File: config.mk
export PLATFORM = sky130hd
export DESIGN_NAME = spiral_grid_tile_placer_top
export DESIGN_NICKNAME = d
export VERILOG_FILES = /design/src/sv/sgtp_pkg.sv /design/src/sv/sgtp_front.sv /design/src/sv/sgtp_cmd_fifo.sv /design/src/sv/sgtp_div.sv /design/src/sv/sgtp_back.sv /design/src/sv/spiral_grid_tile_placer_top.sv
export SDC_FILE = /design/constraint.sdc
export NUM_CORES = 1
export LEC_CHECK = 0
export BUFFER_PORTS_ARGS = -buffer_cell sky130_fd_sc_hd__clkbuf_2
export CAP_MARGIN = 30
export CORE_MARGIN = 2
export CORE_UTILIZATION = 31
export DETAILED_ROUTE_END_ITERATION = 7
export PLACE_DENSITY = 0.44
export SYNTH_ARGS = -nofsm -noshare
export SYNTH_HDL_FRONTEND = slang
export SYNTH_SLANG_ARGS = --single-unit
File: constraint.sdc
create_clock -name clk -period 8.9 [get_ports clk]
set_clock_uncertainty 0.15 [all_clocks]
set_input_delay 0 -clock clk [delete_from_list [all_inputs] [get_ports clk]]
set_output_delay 0 -clock clk [all_outputs]
set_load 0.005 [all_outputs]
File: src/sv/sgtp_pkg.sv
// ----------------------------------------------------------------------------
// sgtp_pkg
// Shared types, constants and helpers of the spiral grid tile placer.
// ----------------------------------------------------------------------------
package sgtp_pkg;

  // Fixed point and field widths.
  localparam int FRAC_BITS = 4;
  localparam int MAX_TILES = 64;
  localparam int CNT_W     = 7;
  localparam int IDX_W     = 6;
  localparam int SCR_W     = 13;
  localparam int ORG_W     = 16;
  localparam int GAP_W     = 8;
  localparam int LEN_W     = SCR_W + FRAC_BITS;  // screen length in fixed point
  localparam int POS_W     = 21;
  localparam int SIZE_W    = 18;
  localparam int SIDE_W    = 4;
  localparam int COORD_W   = 6;                  // signed spiral coordinate
  localparam int SEG_W     = 5;

  // The single-tile rectangle covers 4/5 of the screen.
  localparam int SINGLE_NUM_SH = 2;
  localparam logic [SIDE_W-1:0] SINGLE_DEN = 4'd5;

  // Divider: dividend wide enough for four times the screen length.
  localparam int DIVD_W    = LEN_W + SINGLE_NUM_SH;
  localparam int DIV_CNT_W = 5;

  // Command queue between front and back.
  localparam int QDEPTH = 2;
  localparam int QPTR_W = 1;
  localparam int QCNT_W = 2;

  // Register map and reset values.
  localparam int CFG_AW = 5;
  localparam int CFG_DW = 32;
  localparam logic [SCR_W-1:0] RST_SCREEN_W = 13'd1920;
  localparam logic [SCR_W-1:0] RST_SCREEN_H = 13'd1080;

  typedef enum logic [2:0] {
    REG_SCREEN_W = 3'd0,
    REG_SCREEN_H = 3'd1,
    REG_ORIGIN_X = 3'd2,
    REG_ORIGIN_Y = 3'd3,
    REG_GAP      = 3'd4
  } cfg_reg_t;

  typedef struct packed {
    logic [SCR_W-1:0] screen_width;
    logic [SCR_W-1:0] screen_height;
    logic [ORG_W-1:0] origin_x;
    logic [ORG_W-1:0] origin_y;
    logic [GAP_W-1:0] gap;
  } cfg_t;

  typedef enum logic [1:0] {
    KIND_EMPTY  = 2'd0,
    KIND_SINGLE = 2'd1,
    KIND_GRID   = 2'd2
  } kind_t;

  typedef struct packed {
    kind_t             kind;
    logic [CNT_W-1:0]  count;
    logic [SIDE_W-1:0] side;
  } cmd_t;

  typedef struct packed {
    logic              start;
    logic [DIVD_W-1:0] dividend;
    logic [SIDE_W-1:0] divisor;
  } div_req_t;

  typedef struct packed {
    logic              done;
    logic [DIVD_W-1:0] quotient;
  } div_rsp_t;

  typedef struct packed {
    logic                     last;
    logic                     tile_valid;
    logic [SIDE_W-1:0]        grid_side;
    logic signed [SIZE_W-1:0] size_h;
    logic signed [SIZE_W-1:0] size_w;
    logic signed [POS_W-1:0]  pos_y;
    logic signed [POS_W-1:0]  pos_x;
    logic [IDX_W-1:0]         tile_index;
  } res_t;

  typedef enum logic [3:0] {
    ST_IDLE,
    ST_START_W,
    ST_WAIT_W,
    ST_START_H,
    ST_WAIT_H,
    ST_CLAMP,
    ST_BASE,
    ST_WALK,
    ST_EMIT_ONE
  } back_state_t;

  typedef enum logic [1:0] {
    DIR_RIGHT,
    DIR_DOWN,
    DIR_LEFT,
    DIR_UP
  } dir_t;

  // Smallest g with g*g >= n, for n from 2 up to MAX_TILES.
  function automatic logic [SIDE_W-1:0] ceil_sqrt(input logic [CNT_W-1:0] n);
    logic [SIDE_W-1:0] g;
    priority if (n <= 7'd4)  g = 4'd2;
    else if (n <= 7'd9)      g = 4'd3;
    else if (n <= 7'd16)     g = 4'd4;
    else if (n <= 7'd25)     g = 4'd5;
    else if (n <= 7'd36)     g = 4'd6;
    else if (n <= 7'd49)     g = 4'd7;
    else                     g = 4'd8;
    return g;
  endfunction

endpackage

File: src/sv/sgtp_front.sv
// ----------------------------------------------------------------------------
// sgtp_front
// Accepts tile-count transactions and turns them into queued commands.
// ----------------------------------------------------------------------------
module sgtp_front (
  input  logic                 in_tvalid,
  output logic                 in_tready,
  input  logic [7:0]           in_tdata,   // [6:0] tile_count, [7] zero fill
  input  logic                 q_full,
  output logic                 q_push,
  output sgtp_pkg::cmd_t       q_cmd
);

  logic [sgtp_pkg::CNT_W-1:0] count_raw;
  logic [sgtp_pkg::CNT_W-1:0] count_sat;

  assign count_raw = in_tdata[sgtp_pkg::CNT_W-1:0];
  // Requests above capacity are served as a full grid.
  assign count_sat = (count_raw > sgtp_pkg::CNT_W'(sgtp_pkg::MAX_TILES))
                   ? sgtp_pkg::CNT_W'(sgtp_pkg::MAX_TILES) : count_raw;

  assign in_tready = !q_full;
  assign q_push    = in_tvalid && !q_full;

  always_comb begin
    q_cmd.count = count_sat;
    if (count_sat == '0) begin
      q_cmd.kind = sgtp_pkg::KIND_EMPTY;
      q_cmd.side = sgtp_pkg::SIDE_W'(1);
    end else if (count_sat == sgtp_pkg::CNT_W'(1)) begin
      q_cmd.kind = sgtp_pkg::KIND_SINGLE;
      q_cmd.side = sgtp_pkg::SIDE_W'(1);
    end else begin
      q_cmd.kind = sgtp_pkg::KIND_GRID;
      q_cmd.side = sgtp_pkg::ceil_sqrt(count_sat);
    end
  end

endmodule

File: src/sv/sgtp_cmd_fifo.sv
// ----------------------------------------------------------------------------
// sgtp_cmd_fifo
// Short command queue that decouples the front from the back.
// ----------------------------------------------------------------------------
module sgtp_cmd_fifo (
  input  logic           clk,
  input  logic           rst_n,
  input  logic           push,
  input  sgtp_pkg::cmd_t push_cmd,
  output logic           full,
  input  logic           pop,
  output sgtp_pkg::cmd_t pop_cmd,
  output logic           empty
);

  sgtp_pkg::cmd_t                mem_r [sgtp_pkg::QDEPTH];
  logic [sgtp_pkg::QPTR_W-1:0]   wr_ptr_r;
  logic [sgtp_pkg::QPTR_W-1:0]   rd_ptr_r;
  logic [sgtp_pkg::QCNT_W-1:0]   cnt_r;

  assign full    = (cnt_r == sgtp_pkg::QCNT_W'(sgtp_pkg::QDEPTH));
  assign empty   = (cnt_r == '0);
  assign pop_cmd = mem_r[rd_ptr_r];

  always_ff @(posedge clk) begin
    if (push) begin
      mem_r[wr_ptr_r] <= push_cmd;
    end
  end

  always_ff @(posedge clk) begin
    if (!rst_n) begin
      wr_ptr_r <= '0;
      rd_ptr_r <= '0;
      cnt_r    <= '0;
    end else begin
      if (push) begin
        wr_ptr_r <= sgtp_pkg::QPTR_W'(wr_ptr_r + 1'b1);
      end
      if (pop) begin
        rd_ptr_r <= sgtp_pkg::QPTR_W'(rd_ptr_r + 1'b1);
      end
      unique case ({push, pop})
        2'b10:   cnt_r <= sgtp_pkg::QCNT_W'(cnt_r + 1'b1);
        2'b01:   cnt_r <= sgtp_pkg::QCNT_W'(cnt_r - 1'b1);
        default: cnt_r <= cnt_r;
      endcase
    end
  end

endmodule

File: src/sv/sgtp_div.sv
// ----------------------------------------------------------------------------
// sgtp_div
// Radix-2 restoring divider of a screen length by a small unsigned divisor.
// ----------------------------------------------------------------------------
module sgtp_div (
  input  logic               clk,
  input  logic               rst_n,
  input  sgtp_pkg::div_req_t req,
  output sgtp_pkg::div_rsp_t rsp
);

  logic [sgtp_pkg::DIVD_W-1:0]    quo_r, quo_nxt;
  logic [sgtp_pkg::SIDE_W-1:0]    rem_r, rem_nxt;
  logic [sgtp_pkg::SIDE_W-1:0]    dvs_r, dvs_nxt;
  logic [sgtp_pkg::DIV_CNT_W-1:0] cnt_r, cnt_nxt;
  logic                           busy_r, busy_nxt;
  logic                           done_r, done_nxt;
  logic [sgtp_pkg::SIDE_W:0]      trial;
  logic [sgtp_pkg::SIDE_W:0]      diff;
  logic                           fits;

  // One quotient bit per cycle, most significant first.
  assign trial = {rem_r, quo_r[sgtp_pkg::DIVD_W-1]};
  assign fits  = (trial >= {1'b0, dvs_r});
  assign diff  = trial - {1'b0, dvs_r};

  always_comb begin
    quo_nxt  = quo_r;
    rem_nxt  = rem_r;
    dvs_nxt  = dvs_r;
    cnt_nxt  = cnt_r;
    busy_nxt = busy_r;
    done_nxt = 1'b0;
    if (busy_r) begin
      quo_nxt = {quo_r[sgtp_pkg::DIVD_W-2:0], fits};
      rem_nxt = fits ? diff[sgtp_pkg::SIDE_W-1:0] : trial[sgtp_pkg::SIDE_W-1:0];
      cnt_nxt = sgtp_pkg::DIV_CNT_W'(cnt_r + 1'b1);
      if (cnt_r == sgtp_pkg::DIV_CNT_W'(sgtp_pkg::DIVD_W - 1)) begin
        busy_nxt = 1'b0;
        done_nxt = 1'b1;
      end
    end else if (req.start) begin
      quo_nxt  = req.dividend;
      rem_nxt  = '0;
      dvs_nxt  = req.divisor;
      cnt_nxt  = '0;
      busy_nxt = 1'b1;
    end
  end

  always_ff @(posedge clk) begin
    quo_r <= quo_nxt;
    rem_r <= rem_nxt;
    dvs_r <= dvs_nxt;
    cnt_r <= cnt_nxt;
  end

  always_ff @(posedge clk) begin
    if (!rst_n) begin
      busy_r <= 1'b0;
      done_r <= 1'b0;
    end else begin
      busy_r <= busy_nxt;
      done_r <= done_nxt;
    end
  end

  assign rsp.done     = done_r;
  assign rsp.quotient = quo_r;

endmodule

File: src/sv/sgtp_back.sv
// ----------------------------------------------------------------------------
// sgtp_back
// Sizes the tiles, walks the square spiral and drives the result register.
// ----------------------------------------------------------------------------
module sgtp_back (
  input  logic               clk,
  input  logic               rst_n,
  input  sgtp_pkg::cfg_t     cfg,
  input  logic               q_empty,
  input  sgtp_pkg::cmd_t     q_cmd,
  output logic               q_pop,
  output sgtp_pkg::div_req_t div_req,
  input  sgtp_pkg::div_rsp_t div_rsp,
  output logic               res_valid,
  input  logic               res_ready,
  output sgtp_pkg::res_t     res
);

  localparam int LW = sgtp_pkg::LEN_W;
  localparam int PW = sgtp_pkg::POS_W;
  localparam int ZW = sgtp_pkg::SIZE_W;
  localparam int GW = sgtp_pkg::SIDE_W;
  localparam int CW = sgtp_pkg::COORD_W;
  localparam int FB = sgtp_pkg::FRAC_BITS;

  sgtp_pkg::back_state_t   state_r, state_nxt;
  sgtp_pkg::kind_t         kind_r, kind_nxt;
  sgtp_pkg::dir_t          dir_r, dir_nxt;
  logic [sgtp_pkg::CNT_W-1:0] count_r, count_nxt;
  logic [GW-1:0]           g_r, g_nxt;
  logic [LW-1:0]           tw_r, tw_nxt;
  logic [LW-1:0]           th_r, th_nxt;
  logic signed [PW-1:0]    base_x_r, base_x_nxt;
  logic signed [PW-1:0]    base_y_r, base_y_nxt;
  logic signed [ZW-1:0]    size_w_r, size_w_nxt;
  logic signed [ZW-1:0]    size_h_r, size_h_nxt;
  logic signed [CW-1:0]    x_r, x_nxt;
  logic signed [CW-1:0]    y_r, y_nxt;
  logic [sgtp_pkg::SEG_W-1:0] seg_r, seg_nxt;
  logic [sgtp_pkg::SEG_W-1:0] passed_r, passed_nxt;
  logic                    turn_odd_r, turn_odd_nxt;
  logic [sgtp_pkg::IDX_W-1:0] placed_r, placed_nxt;
  logic                    out_valid_r, out_valid_nxt;
  sgtp_pkg::res_t          res_r, res_nxt;

  logic                    is_grid;
  logic                    slot_ok;
  logic                    in_grid;
  logic                    is_last;
  logic [LW-1:0]           scr_w;
  logic [LW-1:0]           scr_h;
  logic [11:0]             margin;
  logic signed [PW-1:0]    org_x;
  logic signed [PW-1:0]    org_y;
  logic [LW+GW-1:0]        g_tw;
  logic [LW+GW-1:0]        g_th;
  logic [LW-1:0]           span_x;
  logic [LW-1:0]           span_y;
  logic [LW:0]             tw3;
  logic [LW-1:0]           th_lim;
  logic [LW+2:0]           x_tw;
  logic [LW+2:0]           y_th;
  logic signed [CW-1:0]    x_step;
  logic signed [CW-1:0]    y_step;
  logic [sgtp_pkg::SEG_W-1:0] passed_inc;

  assign is_grid = (kind_r == sgtp_pkg::KIND_GRID);
  assign slot_ok = !out_valid_r || res_ready;
  assign scr_w   = {cfg.screen_width, {FB{1'b0}}};
  assign scr_h   = {cfg.screen_height, {FB{1'b0}}};
  assign margin  = {cfg.gap, {FB{1'b0}}};
  assign org_x   = {cfg.origin_x[sgtp_pkg::ORG_W-1], cfg.origin_x, {FB{1'b0}}};
  assign org_y   = {cfg.origin_y[sgtp_pkg::ORG_W-1], cfg.origin_y, {FB{1'b0}}};

  // Grid footprint and the centering spans (both never negative).
  assign g_tw   = {{LW{1'b0}}, g_r} * {{GW{1'b0}}, tw_r};
  assign g_th   = {{LW{1'b0}}, g_r} * {{GW{1'b0}}, th_r};
  assign span_x = scr_w - (is_grid ? g_tw[LW-1:0] : tw_r);
  assign span_y = scr_h - (is_grid ? g_th[LW-1:0] : th_r);

  // Height limit: three quarters of the width.
  assign tw3    = {1'b0, tw_r} + {tw_r, 1'b0};
  assign th_lim = {1'b0, tw3[LW:2]};

  // Cell offsets; only cells on the grid (0..7) are ever emitted.
  assign x_tw = {{LW{1'b0}}, x_r[2:0]} * {3'b000, tw_r};
  assign y_th = {{LW{1'b0}}, y_r[2:0]} * {3'b000, th_r};

  assign in_grid = !x_r[CW-1] && (x_r[CW-2:0] < {1'b0, g_r})
                && !y_r[CW-1] && (y_r[CW-2:0] < {1'b0, g_r});
  assign is_last = ({1'b0, placed_r} + 1'b1) == count_r;

  assign passed_inc = sgtp_pkg::SEG_W'(passed_r + 1'b1);

  always_comb begin
    x_step = x_r;
    y_step = y_r;
    unique case (dir_r)
      sgtp_pkg::DIR_RIGHT: x_step = x_r + CW'(1);
      sgtp_pkg::DIR_DOWN:  y_step = y_r + CW'(1);
      sgtp_pkg::DIR_LEFT:  x_step = x_r - CW'(1);
      sgtp_pkg::DIR_UP:    y_step = y_r - CW'(1);
    endcase
  end

  always_comb begin
    state_nxt     = state_r;
    kind_nxt      = kind_r;
    dir_nxt       = dir_r;
    count_nxt     = count_r;
    g_nxt         = g_r;
    tw_nxt        = tw_r;
    th_nxt        = th_r;
    base_x_nxt    = base_x_r;
    base_y_nxt    = base_y_r;
    size_w_nxt    = size_w_r;
    size_h_nxt    = size_h_r;
    x_nxt         = x_r;
    y_nxt         = y_r;
    seg_nxt       = seg_r;
    passed_nxt    = passed_r;
    turn_odd_nxt  = turn_odd_r;
    placed_nxt    = placed_r;
    res_nxt       = res_r;
    out_valid_nxt = out_valid_r && !res_ready;
    q_pop         = 1'b0;
    div_req.start    = 1'b0;
    div_req.dividend = is_grid ? {2'b00, scr_w} : {scr_w, 2'b00};
    div_req.divisor  = is_grid ? g_r : sgtp_pkg::SINGLE_DEN;

    unique case (state_r)
      sgtp_pkg::ST_IDLE: begin
        if (!q_empty) begin
          q_pop        = 1'b1;
          kind_nxt     = q_cmd.kind;
          count_nxt    = q_cmd.count;
          g_nxt        = q_cmd.side;
          x_nxt        = {3'b000, q_cmd.side[GW-1:1]};
          y_nxt        = {3'b000, q_cmd.side[GW-1:1]};
          dir_nxt      = sgtp_pkg::DIR_RIGHT;
          seg_nxt      = sgtp_pkg::SEG_W'(1);
          passed_nxt   = '0;
          turn_odd_nxt = 1'b0;
          placed_nxt   = '0;
          state_nxt    = (q_cmd.kind == sgtp_pkg::KIND_EMPTY)
                       ? sgtp_pkg::ST_EMIT_ONE : sgtp_pkg::ST_START_W;
        end
      end
      sgtp_pkg::ST_START_W: begin
        div_req.start = 1'b1;
        state_nxt     = sgtp_pkg::ST_WAIT_W;
      end
      sgtp_pkg::ST_WAIT_W: begin
        if (div_rsp.done) begin
          tw_nxt    = div_rsp.quotient[LW-1:0];
          state_nxt = sgtp_pkg::ST_START_H;
        end
      end
      sgtp_pkg::ST_START_H: begin
        div_req.start    = 1'b1;
        div_req.dividend = is_grid ? {2'b00, scr_h} : {scr_h, 2'b00};
        state_nxt        = sgtp_pkg::ST_WAIT_H;
      end
      sgtp_pkg::ST_WAIT_H: begin
        if (div_rsp.done) begin
          th_nxt    = div_rsp.quotient[LW-1:0];
          state_nxt = is_grid ? sgtp_pkg::ST_CLAMP : sgtp_pkg::ST_BASE;
        end
      end
      sgtp_pkg::ST_CLAMP: begin
        if (th_r > th_lim) begin
          th_nxt = th_lim;
        end
        state_nxt = sgtp_pkg::ST_BASE;
      end
      sgtp_pkg::ST_BASE: begin
        base_x_nxt = org_x + PW'({1'b0, span_x[LW-1:1]})
                   + (is_grid ? PW'(margin) : '0);
        base_y_nxt = org_y + PW'({1'b0, span_y[LW-1:1]})
                   + (is_grid ? PW'(margin) : '0);
        size_w_nxt = {1'b0, tw_r} - ZW'({margin, 1'b0});
        size_h_nxt = {1'b0, th_r} - ZW'({margin, 1'b0});
        state_nxt  = is_grid ? sgtp_pkg::ST_WALK : sgtp_pkg::ST_EMIT_ONE;
      end
      sgtp_pkg::ST_EMIT_ONE: begin
        if (slot_ok) begin
          out_valid_nxt      = 1'b1;
          res_nxt.last       = 1'b1;
          res_nxt.tile_index = '0;
          res_nxt.grid_side  = g_r;
          if (kind_r == sgtp_pkg::KIND_EMPTY) begin
            res_nxt.tile_valid = 1'b0;
            res_nxt.pos_x      = '0;
            res_nxt.pos_y      = '0;
            res_nxt.size_w     = '0;
            res_nxt.size_h     = '0;
          end else begin
            res_nxt.tile_valid = 1'b1;
            res_nxt.pos_x      = base_x_r;
            res_nxt.pos_y      = base_y_r;
            res_nxt.size_w     = size_w_r;
            res_nxt.size_h     = size_h_r;
          end
          state_nxt = sgtp_pkg::ST_IDLE;
        end
      end
      sgtp_pkg::ST_WALK: begin
        if (!in_grid || slot_ok) begin
          if (in_grid) begin
            out_valid_nxt      = 1'b1;
            res_nxt.last       = is_last;
            res_nxt.tile_valid = 1'b1;
            res_nxt.tile_index = placed_r;
            res_nxt.grid_side  = g_r;
            res_nxt.pos_x      = base_x_r + PW'(x_tw);
            res_nxt.pos_y      = base_y_r + PW'(y_th);
            res_nxt.size_w     = size_w_r;
            res_nxt.size_h     = size_h_r;
            placed_nxt         = sgtp_pkg::IDX_W'(placed_r + 1'b1);
            if (is_last) begin
              state_nxt = sgtp_pkg::ST_IDLE;
            end
          end
          // Move one cell; turn clockwise at the end of each segment.
          x_nxt = x_step;
          y_nxt = y_step;
          if (passed_inc == seg_r) begin
            passed_nxt   = '0;
            dir_nxt      = sgtp_pkg::dir_t'(dir_r + 1'b1);
            turn_odd_nxt = !turn_odd_r;
            if (turn_odd_r) begin
              seg_nxt = sgtp_pkg::SEG_W'(seg_r + 1'b1);
            end
          end else begin
            passed_nxt = passed_inc;
          end
        end
      end
      default: state_nxt = sgtp_pkg::ST_IDLE;
    endcase
  end

  always_ff @(posedge clk) begin
    kind_r     <= kind_nxt;
    dir_r      <= dir_nxt;
    count_r    <= count_nxt;
    g_r        <= g_nxt;
    tw_r       <= tw_nxt;
    th_r       <= th_nxt;
    base_x_r   <= base_x_nxt;
    base_y_r   <= base_y_nxt;
    size_w_r   <= size_w_nxt;
    size_h_r   <= size_h_nxt;
    x_r        <= x_nxt;
    y_r        <= y_nxt;
    seg_r      <= seg_nxt;
    passed_r   <= passed_nxt;
    turn_odd_r <= turn_odd_nxt;
    placed_r   <= placed_nxt;
    res_r      <= res_nxt;
  end

  always_ff @(posedge clk) begin
    if (!rst_n) begin
      state_r     <= sgtp_pkg::ST_IDLE;
      out_valid_r <= 1'b0;
    end else begin
      state_r     <= state_nxt;
      out_valid_r <= out_valid_nxt;
    end
  end

  assign res_valid = out_valid_r;
  assign res       = res_r;

endmodule

File: src/sv/spiral_grid_tile_placer_top.sv
// ----------------------------------------------------------------------------
// spiral_grid_tile_placer_top
// Places up to 64 tile rectangles on a screen along a square spiral.
// ----------------------------------------------------------------------------
// Each input transaction carries a tile count and yields one output
// transaction per tile, or a single transaction with tile_valid low for a
// count of zero; tlast marks the final one. A non-empty request first makes
// two passes (width, then height) through the shared radix-2 divider. A grid
// request then clamps the height and walks the spiral one cell per cycle, on
// the grid or skipped, waiting on a grid cell while the output register is
// still full. A two-entry command queue lets new requests be taken while
// one is being placed, and an output register holds each result until the
// sink takes it. All lengths are in sixteenths of a pixel and truncate.
// ----------------------------------------------------------------------------
module spiral_grid_tile_placer_top (
  input  logic        clk,
  input  logic        rst_n,

  // Request stream.
  input  logic        in_tvalid,
  output logic        in_tready,
  input  logic [7:0]  in_tdata,    // [6:0] tile_count, [7] zero fill

  // Result stream.
  output logic        out_tvalid,
  input  logic        out_tready,
  // [5:0] tile_index, [26:6] pos_x, [47:27] pos_y, [65:48] size_w,
  // [83:66] size_h, [87:84] grid_side
  output logic [87:0] out_tdata,
  output logic        out_tuser,   // [0] tile_valid
  output logic        out_tlast,

  // Register port.
  input  logic        cfg_psel,
  input  logic        cfg_penable,
  input  logic        cfg_pwrite,
  input  logic [4:0]  cfg_paddr,
  input  logic [31:0] cfg_pwdata,
  output logic [31:0] cfg_prdata,
  output logic        cfg_pready
);

  sgtp_pkg::cfg_t     cfg_r, cfg_nxt;
  sgtp_pkg::cmd_t     push_cmd;
  sgtp_pkg::cmd_t     pop_cmd;
  sgtp_pkg::div_req_t div_req;
  sgtp_pkg::div_rsp_t div_rsp;
  sgtp_pkg::res_t     res;
  logic               q_push;
  logic               q_pop;
  logic               q_full;
  logic               q_empty;
  logic               cfg_wr;
  sgtp_pkg::cfg_reg_t cfg_sel;

  // Registers are taken in the access phase; there are no wait states.
  assign cfg_pready = 1'b1;
  assign cfg_wr     = cfg_psel && cfg_penable && cfg_pwrite && cfg_pready;
  assign cfg_sel    = sgtp_pkg::cfg_reg_t'(cfg_paddr[4:2]);

  always_comb begin
    cfg_nxt = cfg_r;
    if (cfg_wr) begin
      unique case (cfg_sel)
        sgtp_pkg::REG_SCREEN_W: cfg_nxt.screen_width  = cfg_pwdata[sgtp_pkg::SCR_W-1:0];
        sgtp_pkg::REG_SCREEN_H: cfg_nxt.screen_height = cfg_pwdata[sgtp_pkg::SCR_W-1:0];
        sgtp_pkg::REG_ORIGIN_X: cfg_nxt.origin_x      = cfg_pwdata[sgtp_pkg::ORG_W-1:0];
        sgtp_pkg::REG_ORIGIN_Y: cfg_nxt.origin_y      = cfg_pwdata[sgtp_pkg::ORG_W-1:0];
        sgtp_pkg::REG_GAP:      cfg_nxt.gap           = cfg_pwdata[sgtp_pkg::GAP_W-1:0];
        default:                cfg_nxt = cfg_r;
      endcase
    end
  end

  always_comb begin
    unique case (cfg_sel)
      sgtp_pkg::REG_SCREEN_W: cfg_prdata = sgtp_pkg::CFG_DW'(cfg_r.screen_width);
      sgtp_pkg::REG_SCREEN_H: cfg_prdata = sgtp_pkg::CFG_DW'(cfg_r.screen_height);
      sgtp_pkg::REG_ORIGIN_X: cfg_prdata = sgtp_pkg::CFG_DW'(cfg_r.origin_x);
      sgtp_pkg::REG_ORIGIN_Y: cfg_prdata = sgtp_pkg::CFG_DW'(cfg_r.origin_y);
      sgtp_pkg::REG_GAP:      cfg_prdata = sgtp_pkg::CFG_DW'(cfg_r.gap);
      default:                cfg_prdata = '0;
    endcase
  end

  always_ff @(posedge clk) begin
    if (!rst_n) begin
      cfg_r.screen_width  <= sgtp_pkg::RST_SCREEN_W;
      cfg_r.screen_height <= sgtp_pkg::RST_SCREEN_H;
      cfg_r.origin_x      <= '0;
      cfg_r.origin_y      <= '0;
      cfg_r.gap           <= '0;
    end else begin
      cfg_r <= cfg_nxt;
    end
  end

  // The front classifies each request and queues it as a command.
  sgtp_front u_front (
    .in_tvalid (in_tvalid),
    .in_tready (in_tready),
    .in_tdata  (in_tdata),
    .q_full    (q_full),
    .q_push    (q_push),
    .q_cmd     (push_cmd)
  );

  sgtp_cmd_fifo u_fifo (
    .clk      (clk),
    .rst_n    (rst_n),
    .push     (q_push),
    .push_cmd (push_cmd),
    .full     (q_full),
    .pop      (q_pop),
    .pop_cmd  (pop_cmd),
    .empty    (q_empty)
  );

  // Shared divider for the tile width and height.
  sgtp_div u_div (
    .clk   (clk),
    .rst_n (rst_n),
    .req   (div_req),
    .rsp   (div_rsp)
  );

  // The back sizes the tiles and walks the spiral, one cell per cycle unless a grid cell waits for the output register.
  sgtp_back u_back (
    .clk       (clk),
    .rst_n     (rst_n),
    .cfg       (cfg_r),
    .q_empty   (q_empty),
    .q_cmd     (pop_cmd),
    .q_pop     (q_pop),
    .div_req   (div_req),
    .div_rsp   (div_rsp),
    .res_valid (out_tvalid),
    .res_ready (out_tready),
    .res       (res)
  );

  assign out_tdata = {res.grid_side, res.size_h, res.size_w,
                      res.pos_y, res.pos_x, res.tile_index};
  assign out_tuser = res.tile_valid;
  assign out_tlast = res.last;

endmodule
==> impl_metrics.csv, run 1 <==
group,metric,value,unit
logic_synthesis,synth_xor_xnor_area_share,0.05567,
final_layout,nets,3434,
logic_synthesis,synth_cells,2878,
route,wl_per_cell,20.40,um
timing,relSlewSlack,0.3417,
global_route,grt_max_degree,79,
floorplanning,fp.dieH,304.6,um
placement,dp_cells,4116,
timing,slew_viol_final,0,
timing,max_freq,124.7,MHz
clock_network,cts_tree,"built",
timing,finalCritPeriodShare,0.9013,
route,vias,21132,
clock_network,clockRootBuffer,"clkbuf_16",
logic_synthesis,syn_avg_cell_area,9.731,sq um
logic_synthesis,synth_fa_ha_area_frac,0.1994,
timing,finalSetupViolCount,0,
timing,tightest_slew,987.5,ps
placement,dpl_worst_slack,983.2,ps
logic_synthesis,ys_types,76,
setup_path,crit_required,9090,ps
route,drt_first_pass_iters,7,
final_layout,regArea,10690,sq um
floorplanning,start_util,0.3121,
clock_network,clkTransAtPathRegs,60,ps
global_route,grtUsageTotal,0.1837,
route,via_per_inst,4.991,
placement,placed_area,30070,sq um
global_route,grt_pass1_wl,130100,um
setup_path,slowest_delay,990,ps
run_status,violations,"hold timing",
clock_network,cts_max_level,2,
timing,period_needed,8021,ps
power_and_ir_drop,p_leak,13.41,nW
final_layout,final_cells,4234,
logic_synthesis,ys.flop_type,"edfxtp_1",
floorplanning,die_w,304.6,um
power_and_ir_drop,p_sw,4.989,mW
power_and_ir_drop,switching_share,0.4497,
logic_synthesis,yosys.area_share.simple,0.1583,
run_status,status,"finished, violations left",
timing,rsz0062_at_grt,"false",
logic_synthesis,async_flop_share,0,
global_route,antenna_found_initial,5,
logic_synthesis,synth_compound_area_frac,0.1210,
logic_synthesis,synth_top_family_by_area,"adder cells",
floorplanning,rows,110,
logic_synthesis,synth_seq_cells,382,
route,antenna_left,0,
clock_network,postCtsSetupBuffers,0,
final_layout,n_fill_cell,9137,
placement,port_buffers,140,
setup_path,startpoint_type,"register",
logic_synthesis,syn-cell-area,28010,sq um
setup_path,cp_top_family,"adder cells",
timing,holdWs,-29.65,ps
logic_synthesis,synth-seq-area-share,0.3817,
placement,place_hpwl,67320,um
setup_path,crit_fanout,18,
route,drcViolationCount,0,
final_layout,postLayoutCellArea,31860,sq um
route,drt_iter0_markers,1402,
power_and_ir_drop,clkPwrFrac,0.166,
final_layout,utilization,0.3550,
floorplanning,die_area,92760,sq um
route,wl,86370,um
global_route,grt_overflow,0,
clock_network,cts_buffer_depth,3,
clock_network,clock_sinks,382,
power_and_ir_drop,p_seq_frac,0.236,
power_and_ir_drop,powerDensity,348.2,nW/um^2
logic_synthesis,synth.mux.area_fraction,0.02868,
floorplanning,coreArea,89740,sq um
global_route,first_global_vias,20695,
timing,layout_setup_ws,878.6,ps
floorplanning,pin_count,177,
setup_path,critPathCaptureType,"register",
timing,finalSetupTns,0,ps
power_and_ir_drop,ir_drop,0.1250,mV
setup_path,worst_path_max_delay_cell,"edfxtp_1",
setup_path,cp_data_arrival_time,8210,ps
logic_synthesis,synth_edf_count,304,
placement,place_congestion,0.8717,
timing,finalHoldViolations,5,
hold_path,hold_path_class,"input port to register",
setup_path,cp_num_buf_inv,1,
setup_path,critPathKind,"register to register",
power_and_ir_drop,comb_power_share,0.598,
final_layout,area_growth,13.76,%
final_layout,multiInputGateArea,15880,sq um
clock_network,numCtsBuffers,46,
power_and_ir_drop,intPower,6.105,mW
clock_network,clk_latency,610,ps
final_layout,layout-drive-gt1-share,0.09814,
flow_run,drv_cap,0,
clock_network,cts_resized,0,
logic_synthesis,ys_warn_count,0,
timing repair:
item / in CTS / in global routing
endpoints found under the setup margin: 0 / 0
hold buffers: 33 / 0
endpoints found under the hold margin: 128 / 0
metal layers:
metal / routed length [um] / GRT usage
met4: 1699 / 0.04133
met1: 40620 / 0.2622
met5: 0 / 0
met3: 4803 / 0.02587
met2: 39250 / 0.2943
sequential cells by signal (all words and copies together) (netlist names), 4 cells and up, named ones only:
register / count
u_back.size_h_r: 18
u_back.passed_r: 5
u_back.th_r: 17
u_div.quo_r: 19
u_back.state_r: 4
u_div.dvs_r: 4
u_back.size_w_r: 18
u_back.x_r: 6
u_back.count_r: 7
u_back.tw_r: 17
cfg_r: 66
u_fifo.mem_r: 26
u_back.g_r: 4
u_back.y_r: 6
u_div.cnt_r: 5
u_back.placed_r: 6
u_div.rem_r: 4
u_back.base_y_r: 21
u_back.res: 90
u_back.seg_r: 5
u_back.base_x_r: 21
synthesized netlist by cell type (15+ instances only):
library cell / instances / share of area
xnor2_1: 117 / 0.037
ha_1: 216 / 0.097
a31oi_1: 15 / 0.0034
o21bai_1: 24 / 0.0064
edfxtp_1: 304 / 0.33
a21boi_0: 63 / 0.017
mux2_2: 16 / 0.0064
nor2b_1: 44 / 0.0098
nand3_1: 40 / 0.0071
clkbuf_1: 98 / 0.013
a21oi_1: 139 / 0.025
dfxtp_1: 78 / 0.056
o21ai_0: 126 / 0.023
fa_1: 144 / 0.10
xor2_1: 61 / 0.019
inv_1: 257 / 0.034
nand2_1: 436 / 0.058
a211oi_1: 21 / 0.0056
mux2i_1: 51 / 0.018
a21o_1: 38 / 0.010
buf_4: 17 / 0.0046
nor3_1: 34 / 0.0061
o21a_1: 21 / 0.0056
and2_1: 125 / 0.028
nor2_1: 191 / 0.026
nand2b_1: 16 / 0.0036
cell families (layout without fill, tap and decap cells):
kind of cell | after synthesis | count (layout)
AND/OR/NAND/NOR | 960 | 960
AO/OA/AOI/OAI | 533 | 533
buffers and inverters | 391 | 555
flip-flops | 382 | 382
adder cells (fa/ha/maj) | 360 | 360
XOR/XNOR | 178 | 178
multiplexers | 72 | 72
other | 2 | 18
tightest hold or removal path, stage by stage:
cell and delay [ps]:
clkbuf_2 80, nand3_1 120, nor2_1 100, nand2_1 80
nor2_1 120, nand2_1 90, a21boi_0 60
cell usage in the layout, fill, tap and decap left out, drive strengths merged, types with 10 or more instances in the layout:
cell and count:
o21a 21, conb 17, nor3 34, a21oi 139, edfxtp 304, a31oi 15, nor2b 44, dlygate4sd3 33
inv 259, fa 144, dfxtp 78, nor2 191, xnor2 117, a21o 38, mux2i 51, xor2 61
clkinv 19, a211oi 21, nand3 41, clkbuf 197, o21bai 24, mux2 16, o31ai 12, nand2 436
o21ai 130, and2 126, a22o 10, a21boi 66, buf 41, nand2b 16, ha 216
worst paths after layout:
path | start | end | slack (ps) | depth (start not counted)
worst min register to register | u_div.quo_r[1] | u_back.tw_r[1] | 330 | 0
worst min-delay path | cfg_pwrite | cfg_r[51] | -30 | 7
worst max register to register | u_back.g_r[3] | u_back.base_x_r[15] | 880 | 29
worst max-delay path | u_back.g_r[3] | u_back.base_x_r[15] | 880 | 29
final cells by class:
cell class,count,area share
Timing Repair Buffer,214,0.04367
Tap cell,1176,0.04618
Sequential cell,382,0.3355
Inverter,258,0.03040
Clock buffer,57,0.03837
Antenna cell,1,0.00007855
Multi-Input combinational cell,2120,0.4986
Clock inverter,26,0.007187
per-stage QoR:
step                power (mW)  hold slack, ps
floorplan                7.460          -26.03
global placement         9.121           92.88
detailed placement       9.203           95.75
CTS                      11.14           31.11
global route             12.06           9.821
finish                   11.09          -29.65
power by group through the flow:
stage          combinational [mW]  clock (mW)  sequential [mW]
2_1_floorplan                5.01           0             2.45
3_3_place_gp                 6.46           0             2.66
3_5_place_dp                 6.55           0             2.65
4_1_cts                      6.63        1.90             2.61
5_1_grt                      7.46        1.96             2.64
6_report                     6.64        1.84             2.62
Note: power is estimated with default switching activity, not from simulation.
==> run 2: changes to the inputs <==
==> constraint.sdc (replaced) <==
create_clock -name clk -period 8.9 [get_ports clk]
set_clock_uncertainty 0.15 [all_clocks]
set_input_delay 0.445 -clock clk [delete_from_list [all_inputs] [get_ports clk]]
set_output_delay 0.445 -clock clk [all_outputs]
set_load 0.005 [all_outputs]
==> impl_metrics.csv, run 2 (synthesized netlist as in run 1, its figures left out) <==
group,metric,value,unit
timing,rsz0062_at_grt,"false",
timing,finalHoldViolations,0,
setup_path,cp_num_cells,30,
clock_network,clockRootBuffer,"clkbuf_16",
final_layout,layout-drive-gt1-share,0.1008,
timing,finalSetupViolCount,0,
timing,slew_viol_final,0,
clock_network,postCtsSetupBuffers,0,
clock_network,numCtsBuffers,47,
route,drcViolationCount,0,
setup_path,worstReg2RegEnd,"u_back.base_x_r[15]",
final_layout,num_antenna_cells,0,
flow_run,drv_cap,0,
setup_path,cp_top_family,"adder cells",
global_route,antenna_found_initial,2,
final_layout,nets,3408,
timing,tightest_slew,960.7,ps
floorplanning,die_w,304.6,um
timing,period_needed,8136,ps
run_status,status,"complete, no violations",
floorplanning,die_area,92760,sq um
placement,dp_cells,4114,
final_layout,area_growth,13.26,%
global_route,grt_max_degree,79,
timing,max_freq,122.9,MHz
hold_path,hold_path_class,"input port to register",
clock_network,cts_max_level,2,
clock_network,hold_buffers,9,
clock_network,cts_resized,0,
floorplanning,rows,110,
route,via_per_inst,4.974,
floorplanning,pin_count,177,
clock_network,cts_buffer_depth,3,
setup_path,slowest_delay,710,ps
final_layout,multiInputGateArea,15880,sq um
setup_path,cp_data_arrival_time,8300,ps
placement,port_buffers,140,
final_layout,layout_common_cells,"nand2_1 (436), edfxtp_1 (304), inv_1 (257)",
clock_network,cts_tree,"built",
power_and_ir_drop,p_leak,13.36,nW
placement,placed_area,30040,sq um
setup_path,critPathCaptureType,"register",
timing,relSlewSlack,0.3595,
route,drt_first_pass_iters,5,
route,antenna_left,0,
setup_path,startpoint_type,"register",
global_route,first_global_vias,20986,
setup_path,critPathKind,"register to register",
timing,finalCritPeriodShare,0.9142,
power_and_ir_drop,ir_drop,0.1727,mV
global_route,grtUsageTotal,0.1835,
route,vias,20946,
setup_path,cp_num_buf_inv,3,
final_layout,final_common_cell,"nand2_1",
setup_path,worst_path_max_delay_cell,"edfxtp_1",
global_route,grt_pass1_wl,129800,um
setup_path,r2r_start,"u_back.g_r[2]",
route,drt_iter0_markers,1327,
final_layout,postLayoutCellArea,31720,sq um
timing,layout_setup_ws,763.6,ps
clock_network,clk_latency,620,ps
floorplanning,coreArea,89740,sq um
setup_path,crit_required,9060,ps
final_layout,final_cells,4211,
floorplanning,start_util,0.3121,
global_route,grt_overflow,0,
route,wl,86100,um
clock_network,clock_sinks,382,
setup_path,reg2regPathDepth,30,
final_layout,regArea,10690,sq um
placement,place_hpwl,67460,um
timing,holdWs,31.98,ps
setup_path,critPathLaunch,"u_back.g_r[2]",
setup_path,crit_fanout,15,
setup_path,rrSetupSlack,760,ps
route,wl_per_cell,20.45,um
power_and_ir_drop,powerDensity,353.9,nW/um^2
setup_path,cp-endpoint,"u_back.base_x_r[15]",
placement,place_congestion,0.8957,
timing,finalSetupTns,0,ps
clock_network,clkTransAtPathRegs,60,ps
final_layout,largest_reg_flops,90,
final_layout,n_fill_cell,9077,
floorplanning,fp.dieH,304.6,um
placement,dpl_worst_slack,902.8,ps
## run 2: where the power goes
part           total [mW]  leakage, nW  switching, mW  internal (mW)
sequential           2.62         3.42          0.304           2.32
clock                1.97        0.768          0.815           1.16
combinational        6.63         9.17           3.92           2.71
total                11.2         13.4           5.04           6.18
## run 2: worst reg2reg max path: cells and delay by family (launching register included)
kind	cells	cell delay, ps
XOR/XNOR	3	800
buffers and inverters	3	440
AO/OA/AOI/OAI	10	2430
adder cells (fa/ha/maj)	6	2470
AND/OR/NAND/NOR	8	850
flip-flops	1	710
## run 2: metal layers
metal	wire (um)	GRT usage	vias up
li1	-	-	10036
met1	39770	0.2552	10266
met2	38760	0.2908	531
met3	5084	0.03386	113
met4	2487	0.05273	0
met5	0	0	-
## run 2: layout make-up
| class | count | area share |
|---|---|---|
| Multi-Input combinational cell | 2120 | 0.5008 |
| Timing Repair Buffer | 187 | 0.03519 |
| Clock buffer | 56 | 0.03945 |
| Sequential cell | 382 | 0.3370 |
| Inverter | 258 | 0.03053 |
| Tap cell | 1176 | 0.04639 |
| Clock inverter | 32 | 0.01061 |
## run 2: per-stage QoR
step	power, mW	utilization
finish	11.23	0.3535
global route	12.18	0.3535
CTS	11.29	0.3535
detailed placement	9.230	0.3348
global placement	9.146	0.3342
floorplan	7.460	-
## run 2: worst min-delay path by stage
| stage | from | endpoint | slack [ps] | depth (start not counted) |
|---|---|---|---|---|
| after floorplan | u_back.g_r[0] | u_back.res[84] | 270 | 0 |
| after global placement | u_div.quo_r[5] | u_back.tw_r[5] | 310 | 0 |
| after detailed placement | u_div.quo_r[6] | u_back.tw_r[6] | 310 | 0 |
| after CTS | cfg_pwdata[2] | cfg_r[42] | 10 | 3 |
| after global routing | cfg_pwdata[5] | cfg_r[29] | 40 | 3 |
| final | cfg_pwdata[0] | cfg_r[40] | 30 | 3 |
==> run 3: changes to the inputs <==
HOLD_SLACK_MARGIN = 0.12   (was default)
==> impl_metrics.csv, run 3 (synthesized netlist as in run 1, its figures left out) <==
group,metric,value,unit
global_route,grtUsageTotal,0.1836,
route,wl,86180,um
timing,finalSetupTns,0,ps
setup_path,startpoint_type,"register",
power_and_ir_drop,p_leak,13.40,nW
final_layout,nets,3418,
hold_path,hold_path_class,"input port to register",
floorplanning,rows,110,
global_route,grt_pass1_wl,129900,um
timing,tightest_slew,961.8,ps
clock_network,cts_resized,0,
clock_network,clock_sinks,382,
final_layout,utilization,0.3546,
global_route,grtUsageMet1,0.2552,
floorplanning,fp.dieH,304.6,um
final_layout,largest_reg_flops,90,
setup_path,worst_path_max_delay_cell,"edfxtp_1",
setup_path,cp_data_arrival_time,8260,ps
timing,finalSetupViolCount,0,
route,drt_first_pass_iters,5,
global_route,grt.busiest_layer,"met2",
route,wl_per_cell,20.41,um
timing,finalHoldViolations,0,
route,drt_iter0_markers,1280,
global_route,grt_overflow,0,
timing,relSlewSlack,0.3588,
floorplanning,pin_count,177,
floorplanning,start_util,0.3121,
final_layout,n_fill_cell,9072,
power_and_ir_drop,powerDensity,352.6,nW/um^2
clock_network,clk_latency,620,ps
clock_network,clockRootBuffer,"clkbuf_16",
global_route,grt_max_degree,79,
setup_path,critPathCaptureType,"register",
clock_network,clkTransAtPathRegs,60,ps
final_layout,final_common_cell,"nand2_1",
floorplanning,die_w,304.6,um
timing,max_freq,123.5,MHz
clock_network,cts_max_level,2,
global_route,first_global_vias,21015,
timing,rsz0062_at_grt,"false",
final_layout,layout-drive-gt1-share,0.1005,
placement,port_buffers,140,
route,drcViolationCount,0,
clock_network,cts_buffer_depth,3,
timing,slew_viol_final,0,
global_route,grt_use_met2,0.2912,
placement,place_hpwl,67460,um
setup_path,slowest_delay,710,ps
route,antenna_left,0,
clock_network,numCtsBuffers,47,
route,via_per_inst,4.958,
setup_path,crit_required,9060,ps
placement,place_congestion,0.8957,
floorplanning,die_area,92760,sq um
route,vias,20933,
clock_network,cts_tree,"built",
run_status,status,"complete, no violations",
setup_path,critPathKind,"register to register",
power_and_ir_drop,ir_drop,0.1721,mV
floorplanning,coreArea,89740,sq um
timing,finalCritPeriodShare,0.9101,
final_layout,layout_common_cells,"nand2_1 (436), edfxtp_1 (304), inv_1 (257)",
global_route,antenna_found_initial,2,
final_layout,area_growth,13.62,%
setup_path,crit_fanout,15,
global_route,use_met3,0.03393,
flow_run,drv_cap,0,
timing,period_needed,8100,ps
run 3: critical path, delay by kind of cell (launching register included):
kind	cells	cell delay (ps)
adders and majority gates	6	2470
AOI/OAI and AO/OA	10	2390
and+or+nand+nor	8	850
xor gates and xnor gates	3	800
DFF	1	710
buffers and inverters	3	420
run 3: path summary, 6_finish.rpt:
path	end	cells after the start	startpoint	slack, ps
max	u_back.base_x_r[15]	30	u_back.g_r[2]	800
min	u_fifo.wr_ptr_r	4	in_tvalid	170
max reg2reg	u_back.base_x_r[15]	30	u_back.g_r[2]	800
min reg2reg	u_back.tw_r[6]	0	u_div.quo_r[6]	300
run 3: per-layer routing:
metal  vias to the layer above  wire [um]
met5                         -          0
li1                      10055          -
met4                         0       2377
met2                       537      39000
met1                     10229      39620
met3                       112       5179
run 3: metrics by stage:
| step | hold slack [ps] | std cells | total power, mW | setup WS, ps | cell area [sq um] |
|---|---|---|---|---|---|
| after floorplan | 270.6 | 2893 | 7.460 | 1680 | 28060 |
| after global placement | 313.8 | 4111 | 9.146 | 912.1 | 29990 |
| after detailed placement | 308.4 | 4114 | 9.230 | 902.8 | 30040 |
| after CTS | 121.3 | 4221 | 11.30 | 848.5 | 31820 |
| after global routing | 155.3 | 4221 | 12.19 | 293.9 | 31820 |
| final | 167.8 | 4222 | 11.22 | 799.8 | 31820 |
run 3: where the power goes:
| part | switching [mW] | total (mW) | internal [mW] |
|---|---|---|---|
| logic | 3.92 | 6.63 | 2.71 |
| clock network | 0.811 | 1.97 | 1.16 |
| registers | 0.302 | 2.62 | 2.32 |
| total | 5.04 | 11.2 | 6.19 |
run 3: layout make-up:
cell class	count	area, sq um	share of cell area
flip-flops and latches	382	10690	0.3360
well taps	1176	1471	0.04624
inverters	258	968.4	0.03043
diodes	1	2.502	0.00007864
clock inverters	32	336.6	0.01058
multi-input cells	2120	15880	0.4992
clock buffers	56	1251	0.03932
repair buffers	197	1216	0.03822
run 3: timing repair:
item,in CTS,in global routing
endpoints found under the hold margin,73,0
setup buffers,0,0
hold buffers,19,0
endpoints found under the setup margin,0,0
